### config.mk
export PLATFORM = sky130hd
export DESIGN_NAME = fbpa_geom
export DESIGN_NICKNAME = d
export VERILOG_FILES = /design/src/rtl/core/fbpa_pkg.sv /design/src/rtl/core/fbpa_div.sv /design/src/rtl/core/fbpa_geom.sv
export SDC_FILE = /design/constraint.sdc
export NUM_CORES = 1
export LEC_CHECK = 0
export ABC_AREA = 1
export BUFFER_PORTS_ARGS = -buffer_cell sky130_fd_sc_hd__buf_2
export CORE_MARGIN = 2
export CORE_UTILIZATION = 47
export DETAILED_ROUTE_END_ITERATION = 10
export PLACE_DENSITY_LB_ADDON = 0.08
export SLEW_MARGIN = 20
export SYNTH_ARGS = -nofsm -noshare
export SYNTH_HDL_FRONTEND = slang
export SYNTH_SLANG_ARGS = --single-unit
### constraint.sdc
create_clock -name clk_i -period 5.5 [get_ports clk_i]
set_clock_uncertainty 0.2 [all_clocks]
set_input_delay 0 -clock clk_i [delete_from_list [all_inputs] [get_ports clk_i]]
set_output_delay 0 -clock clk_i [all_outputs]
set_load 0.01 [all_outputs]
### src/rtl/core/fbpa_pkg.sv
// fbpa_pkg: shared types, field widths and codes of the fixed block pool allocator
// used by every module under rtl/core; depends on nothing
`default_nettype none

package fbpa_pkg;

  localparam int unsigned ADDR_W       = 20;
  localparam int unsigned OBJ_W        = 16;
  localparam logic [15:0] OBJ_RESET    = 16'd64;
  localparam int unsigned CHUNK_BYTES  = 65536;
  localparam int unsigned BLOCK_ALIGN  = 64;
  localparam int unsigned BLK_SHIFT    = $clog2(BLOCK_ALIGN);
  localparam int unsigned OFF_W        = $clog2(CHUNK_BYTES);
  localparam int unsigned CHUNK_W      = ADDR_W - OFF_W;
  localparam int unsigned UNITS_W      = OFF_W - BLK_SHIFT;
  localparam int unsigned SLOT_W       = UNITS_W;
  localparam int unsigned UNIT_W       = OBJ_W + 1 - BLK_SHIFT;
  localparam int unsigned USABLE_UNITS = (CHUNK_BYTES - BLOCK_ALIGN) / BLOCK_ALIGN;

  localparam int unsigned SLOT_DEPTH   = 16384;
  localparam int unsigned IDX_W        = $clog2(SLOT_DEPTH);
  localparam int unsigned LINK_W       = IDX_W + 1;
  localparam int unsigned RECIP_NUM    = SLOT_DEPTH;
  localparam int unsigned RECIP_W      = IDX_W + 1;

  localparam int unsigned USE_ROW_W    = 32;
  localparam int unsigned USE_ROWS     = SLOT_DEPTH / USE_ROW_W;
  localparam int unsigned ROW_IDX_W    = $clog2(USE_ROWS);
  localparam int unsigned BIT_IDX_W    = $clog2(USE_ROW_W);

  localparam int unsigned DIV_NUM_W    = RECIP_W;
  localparam int unsigned DIV_DEN_W    = UNIT_W;
  localparam int unsigned DIV_CNT_W    = $clog2(DIV_NUM_W + 1);

  localparam logic KIND_ALLOC   = 1'b0;
  localparam logic KIND_RELEASE = 1'b1;

  typedef enum logic [1:0] {
    ST_OK         = 2'd0,
    ST_OOM        = 2'd1,
    ST_NOT_BLOCK  = 2'd2,
    ST_NOT_IN_USE = 2'd3
  } fbpa_status_e;

  typedef struct packed {
    logic              kind;
    logic [ADDR_W-1:0] address;
  } fbpa_in_t;

  typedef struct packed {
    logic [ADDR_W-1:0] block_address;
    fbpa_status_e      status;
  } fbpa_out_t;

  typedef struct packed {
    logic [UNIT_W-1:0]  unit;
    logic [SLOT_W-1:0]  slots;
    logic [RECIP_W-1:0] recip_unit;
    logic [RECIP_W-1:0] recip_slots;
  } fbpa_geom_t;

  typedef struct packed {
    logic idle;
    logic res_valid;
  } fbpa_core_stat_t;

endpackage

`default_nettype wire

### src/rtl/core/fbpa_div.sv
// fbpa_div: restoring divider, one quotient bit per cycle
// depends on fbpa_pkg
`default_nettype none

module fbpa_div import fbpa_pkg::*; (
  input  logic                 clk_i,
  input  logic                 rst_ni,
  input  logic                 start_i,
  input  logic [DIV_NUM_W-1:0] num_i,
  input  logic [DIV_DEN_W-1:0] den_i,
  output logic                 done_o,
  output logic [DIV_NUM_W-1:0] quo_o
);

  logic [DIV_CNT_W-1:0] cnt_q;
  logic                 done_q;
  logic [DIV_DEN_W-1:0] rem_q;
  logic [DIV_DEN_W-1:0] den_q;
  logic [DIV_NUM_W-1:0] quo_q;
  logic [DIV_DEN_W:0]   trial;
  logic [DIV_DEN_W:0]   trial_sub;
  logic                 ge;

  assign trial     = {rem_q, quo_q[DIV_NUM_W-1]};
  assign ge        = trial >= {1'b0, den_q};
  assign trial_sub = trial - {1'b0, den_q};

  always_ff @(posedge clk_i or negedge rst_ni) begin
    if (!rst_ni) begin
      cnt_q  <= '0;
      done_q <= 1'b0;
    end else begin
      done_q <= 1'b0;
      if (start_i) begin
        cnt_q <= DIV_CNT_W'(DIV_NUM_W);
      end else if (cnt_q != '0) begin
        cnt_q  <= cnt_q - DIV_CNT_W'(1);
        done_q <= (cnt_q == DIV_CNT_W'(1));
      end
    end
  end

  always_ff @(posedge clk_i) begin
    if (start_i) begin
      rem_q <= '0;
      quo_q <= num_i;
      den_q <= den_i;
    end else if (cnt_q != '0) begin
      rem_q <= ge ? trial_sub[DIV_DEN_W-1:0] : trial[DIV_DEN_W-1:0];
      quo_q <= {quo_q[DIV_NUM_W-2:0], ge};
    end
  end

  assign done_o = done_q;
  assign quo_o  = quo_q;

endmodule

`default_nettype wire

### src/rtl/core/fbpa_geom.sv
// fbpa_geom: object size register and derived block geometry (slots, reciprocals)
// depends on fbpa_pkg and fbpa_div
`default_nettype none

module fbpa_geom import fbpa_pkg::*; (
  input  logic             clk_i,
  input  logic             rst_ni,
  input  logic             cfg_we_i,
  input  logic [OBJ_W-1:0] cfg_data_i,
  output fbpa_geom_t       geom_o,
  output logic             busy_o
);

  localparam logic [2:0] GS_IDLE  = 3'd0;
  localparam logic [2:0] GS_START = 3'd1;
  localparam logic [2:0] GS_SLOTS = 3'd2;
  localparam logic [2:0] GS_RU    = 3'd3;
  localparam logic [2:0] GS_RS    = 3'd4;

  logic [2:0]           state_q, state_d;
  logic [OBJ_W-1:0]     obj_q;
  logic [SLOT_W-1:0]    slots_q;
  logic [RECIP_W-1:0]   ru_q;
  logic [RECIP_W-1:0]   rs_q;
  logic [OBJ_W:0]       obj_round;
  logic [UNIT_W-1:0]    unit_raw;
  logic [UNIT_W-1:0]    unit;
  logic                 div_start;
  logic [DIV_NUM_W-1:0] div_num;
  logic [DIV_DEN_W-1:0] div_den;
  logic                 div_done;
  logic [DIV_NUM_W-1:0] div_quo;

  assign obj_round = (OBJ_W+1)'(obj_q) + (OBJ_W+1)'(BLOCK_ALIGN - 1);
  assign unit_raw  = obj_round[OBJ_W:BLK_SHIFT];
  assign unit      = (unit_raw == '0) ? UNIT_W'(1) : unit_raw;

  fbpa_div u_div (
    .clk_i   (clk_i),
    .rst_ni  (rst_ni),
    .start_i (div_start),
    .num_i   (div_num),
    .den_i   (div_den),
    .done_o  (div_done),
    .quo_o   (div_quo)
  );

  always_comb begin
    state_d   = state_q;
    div_start = 1'b0;
    div_num   = DIV_NUM_W'(RECIP_NUM);
    div_den   = unit;
    unique case (state_q)
      GS_START: begin
        div_start = 1'b1;
        div_num   = DIV_NUM_W'(USABLE_UNITS);
        state_d   = GS_SLOTS;
      end
      GS_SLOTS: begin
        if (div_done) begin
          div_start = 1'b1;
          state_d   = GS_RU;
        end
      end
      GS_RU: begin
        if (div_done) begin
          if (slots_q != '0) begin
            div_start = 1'b1;
            div_den   = DIV_DEN_W'(slots_q);
            state_d   = GS_RS;
          end else begin
            state_d = GS_IDLE;
          end
        end
      end
      GS_RS: begin
        if (div_done) begin
          state_d = GS_IDLE;
        end
      end
      GS_IDLE: begin
        state_d = GS_IDLE;
      end
      default: begin
        state_d = GS_START;
      end
    endcase
    if (cfg_we_i) begin
      div_start = 1'b0;
      state_d   = GS_START;
    end
  end

  always_ff @(posedge clk_i or negedge rst_ni) begin
    if (!rst_ni) begin
      state_q <= GS_START;
      obj_q   <= OBJ_RESET;
    end else begin
      state_q <= state_d;
      if (cfg_we_i) begin
        obj_q <= cfg_data_i;
      end
    end
  end

  always_ff @(posedge clk_i) begin
    if (div_done && state_q == GS_SLOTS) begin
      slots_q <= div_quo[SLOT_W-1:0];
    end
    if (div_done && state_q == GS_RU) begin
      ru_q <= div_quo;
      if (slots_q == '0) begin
        rs_q <= '0;
      end
    end
    if (div_done && state_q == GS_RS) begin
      rs_q <= div_quo;
    end
  end

  assign geom_o.unit        = unit;
  assign geom_o.slots       = slots_q;
  assign geom_o.recip_unit  = ru_q;
  assign geom_o.recip_slots = rs_q;
  assign busy_o             = (state_q != GS_IDLE);

endmodule

`default_nettype wire

==> flow_summary.yaml <==
logic_synthesis:
  synth_area_per_cell_um2: 9.268
  synth_nets: 549
  synthesis.area_um2: 4782
  seq_area_frac_synth: 0.5866
  ys.warnings.count: 0
  synth-seq-cells: 101
  synthFlopType: "edfxtp_1"
  async_flop_share: 0.2376
  yosysUniqueCellTypes: 39
  netlist_instances: 516
  synth_edf_count: 66
placement:
  place_hpwl_um: 7923
  port-buffer-count: 70
  post-place-cells: 710
  gp_congestion: 0.9502
routing:
  vias_per_cell: 4.947
  wl_per_cell_um: 15.02
  drc: 0
  routed-via-count: 3819
  postRouteAntennaNets: 0
  first_pass_iters: 6
  wirelength_um: 11590
  drt_iter0_markers: 214
worst_setup_path:
  cp_slowest_cell: "dfstp_2"
  end_kind: "flop"
  cp.arrival_ps: 2790
  criticalPathCategory: "reg -> reg"
  crit_chain: "inv_2 -> nor2_4 -> nand2_2 -> nor2_4 -> inv_2 -> nor2_4 -> o21ai_4 -> inv_2 -> o21ai_0"
  required_ps: 5410
  critPathMaxFanout: 32
  cp-start-kind: "flop"
  slowest_delay_ps: 570
layout:
  layout_common_cells: "nand2_1 (117), inv_1 (82), buf_2 (71)"
  fillCellCount: 864
  fin_nets: 667
  num_antenna_cells: 0
  stdcell_count: 772
  area_growth_pct: 23.76
  final_common_cell: "nand2_1"
  layout-drive-gt1-share: 0.1643
floorplanning:
  die_h_um: 104.9
  dieArea_um2: 11000
  core-area_um2: 9819
  die_w_um: 104.9
  placementRows: 36
  initial_core_util: 0.4870
  num_io_pins: 71
power_and_ir_drop:
  ir_worst_vdd_v: 0.0001926
  leakage_uw: 0.002690
  power_density_nw_per_um2: 434.4
cts:
  clockBufferDepth: 2
  cts_buffers: 9
  cts.clk_slew.worst_paths_ps: 110
  h-tree-depth: 3
  clock_latency_ps: 370
  cts-root-buf: "clkbuf_8"
  cts_tree: "built"
  clkSinkCount: 101
  cts_resized: 0
job:
  cap_viol_max_count: 0
timing:
  tns_ps: 0
  min_period_ps: 2877
  rsz0062_at_grt: "no"
  clock.fmax_ghz: 0.3476
  tightest_slew_ps: 797.6
  hold_violations: 0
  drv_slew: 0
  slew_headroom: 0.4663
  setup-violations-final: 0
  finalCritPeriodShare: 0.5231
global_route:
  antenna_found_initial: 0
  grt_pass1_wl_um: 19350
  grt_start_max_net_pins: 33
  grt_use_total: 0.2262
  grt_pass1_vias: 3887
  overflow: 0
status:
  status: "finished clean"
worst_hold_path:
  hold_class: "reg -> reg"
timing repair:
| action | in CTS | in global routing |
|---|---|---|
| buffers inserted | 0 | 0 |
| hold buffers | 46 | 0 |
| hold endpoints to repair | 41 | 0 |
state kept, by name, summed over array words and instances (netlist names):
signal / flops
obj_q: 16
rs_q: 15
ru_q: 15
u_div.quo_o: 15
u_div.den_q: 11
u_div.rem_q: 11
slots_q: 10
u_div.cnt_q: 4
state_q: 3
u_div.done_o: 1
kinds of logic after synthesis:
kind of cell               count (synthesis)  synth area share
adders and majority gates                 14           0.03820
AOI/OAI and AO/OA                         81           0.09289
DFF                                      101            0.5866
xor gates and xnor gates                  10           0.01832
and+or+nand+nor                          213            0.1850
buffers and inverters                     97           0.07902
through the flow:
stage / total power, µW / hold WS [ps] / util / area, µm² / worst slack, ps
5_1_grt: 2783 / 280.4 / 0.6027 / 5918 / 2292
2_1_floorplan: 1829 / -495.6 / - / 4782 / 2593
6_report: 2571 / 267.0 / 0.6027 / 5918 / 2623
3_5_place_dp: 2065 / -169.9 / 0.5352 / 5255 / 2574
4_1_cts: 2577 / 268.8 / 0.6032 / 5923 / 2569
3_3_place_gp: 2045 / -184.5 / 0.5352 / 5255 / 2684
cell usage after synthesis (2+ instances only):
| library cell | number | area (µm²) |
|---|---|---|
| nand4_1 | 2 | 12.51 |
| a31oi_1 | 3 | 18.77 |
| o21ai_0 | 42 | 210.2 |
| inv_1 | 82 | 307.8 |
| edfxtp_1 | 66 | 1982 |
| nand2_2 | 2 | 12.51 |
| clkbuf_1 | 6 | 22.52 |
| xor2_1 | 8 | 70.07 |
| o21ai_1 | 5 | 25.02 |
| buf_2 | 2 | 10.01 |
| ha_1 | 13 | 162.7 |
| dfstp_2 | 2 | 52.55 |
| a21oi_1 | 21 | 105.1 |
| nand3_1 | 22 | 110.1 |
| dfxtp_1 | 11 | 220.2 |
| inv_2 | 5 | 18.77 |
| o211ai_1 | 2 | 15.01 |
| dfrtp_1 | 22 | 550.5 |
| nor2_1 | 61 | 229.0 |
| nand2_1 | 117 | 439.2 |
| nor2_4 | 3 | 33.78 |
| xnor2_1 | 2 | 17.52 |
layout make-up:
| type | count | area (µm²) | area share |
|---|---|---|---|
| inverter | 87 | 326.6 | 0.05518 |
| tap | 133 | 166.4 | 0.02812 |
| timing repair buffer | 117 | 813.3 | 0.1374 |
| clock buffer | 9 | 123.9 | 0.02093 |
| sequential | 101 | 2805 | 0.4740 |
| multi-input combinational | 318 | 1599 | 0.2702 |
| clock inverter | 7 | 83.83 | 0.01416 |
worst paths after layout:
kind	from	slack (ps)	endpoint	cells after the start
min	u_div.quo_o[10]$_SDFFCE_PN0P_	270	ru_q[10]$_DFFE_PP_	0
max	state_q[0]$_DFFE_PN1P_	2620	u_div.quo_o[2]$_DFFE_PP_	9
min in group asynchronous	rst_ni	470	obj_q[6]$_DFFE_PN1P_	3
min reg2reg	u_div.quo_o[10]$_SDFFCE_PN0P_	270	ru_q[10]$_DFFE_PP_	0
max in group asynchronous	rst_ni	4120	u_div.done_o$_DFF_PN0_	4
max reg2reg	state_q[0]$_DFFE_PN1P_	2620	u_div.quo_o[2]$_DFFE_PP_	9
critical path: cells and delay by family, from the launching register on:
kind	cells	cell delay (ps)
buffers and inverters	3	620
AO/OA/AOI/OAI	2	320
AND/OR/NAND/NOR	4	890
flip-flops	1	570
report_power, final:
group	switching, µW	total, µW	internal (µW)
clock	297	481	184
sequential	112	1140	1020
combinational	601	953	352
total	1010	2570	1560
layer usage:
layer / GRT usage / part of all wire
met4: 0.1019 / 0.033
met3: 0.03244 / 0.033
met1: 0.2994 / 0.46
met2: 0.3697 / 0.48
met5: 0 / 0
Power figures use the tool's default switching activity.
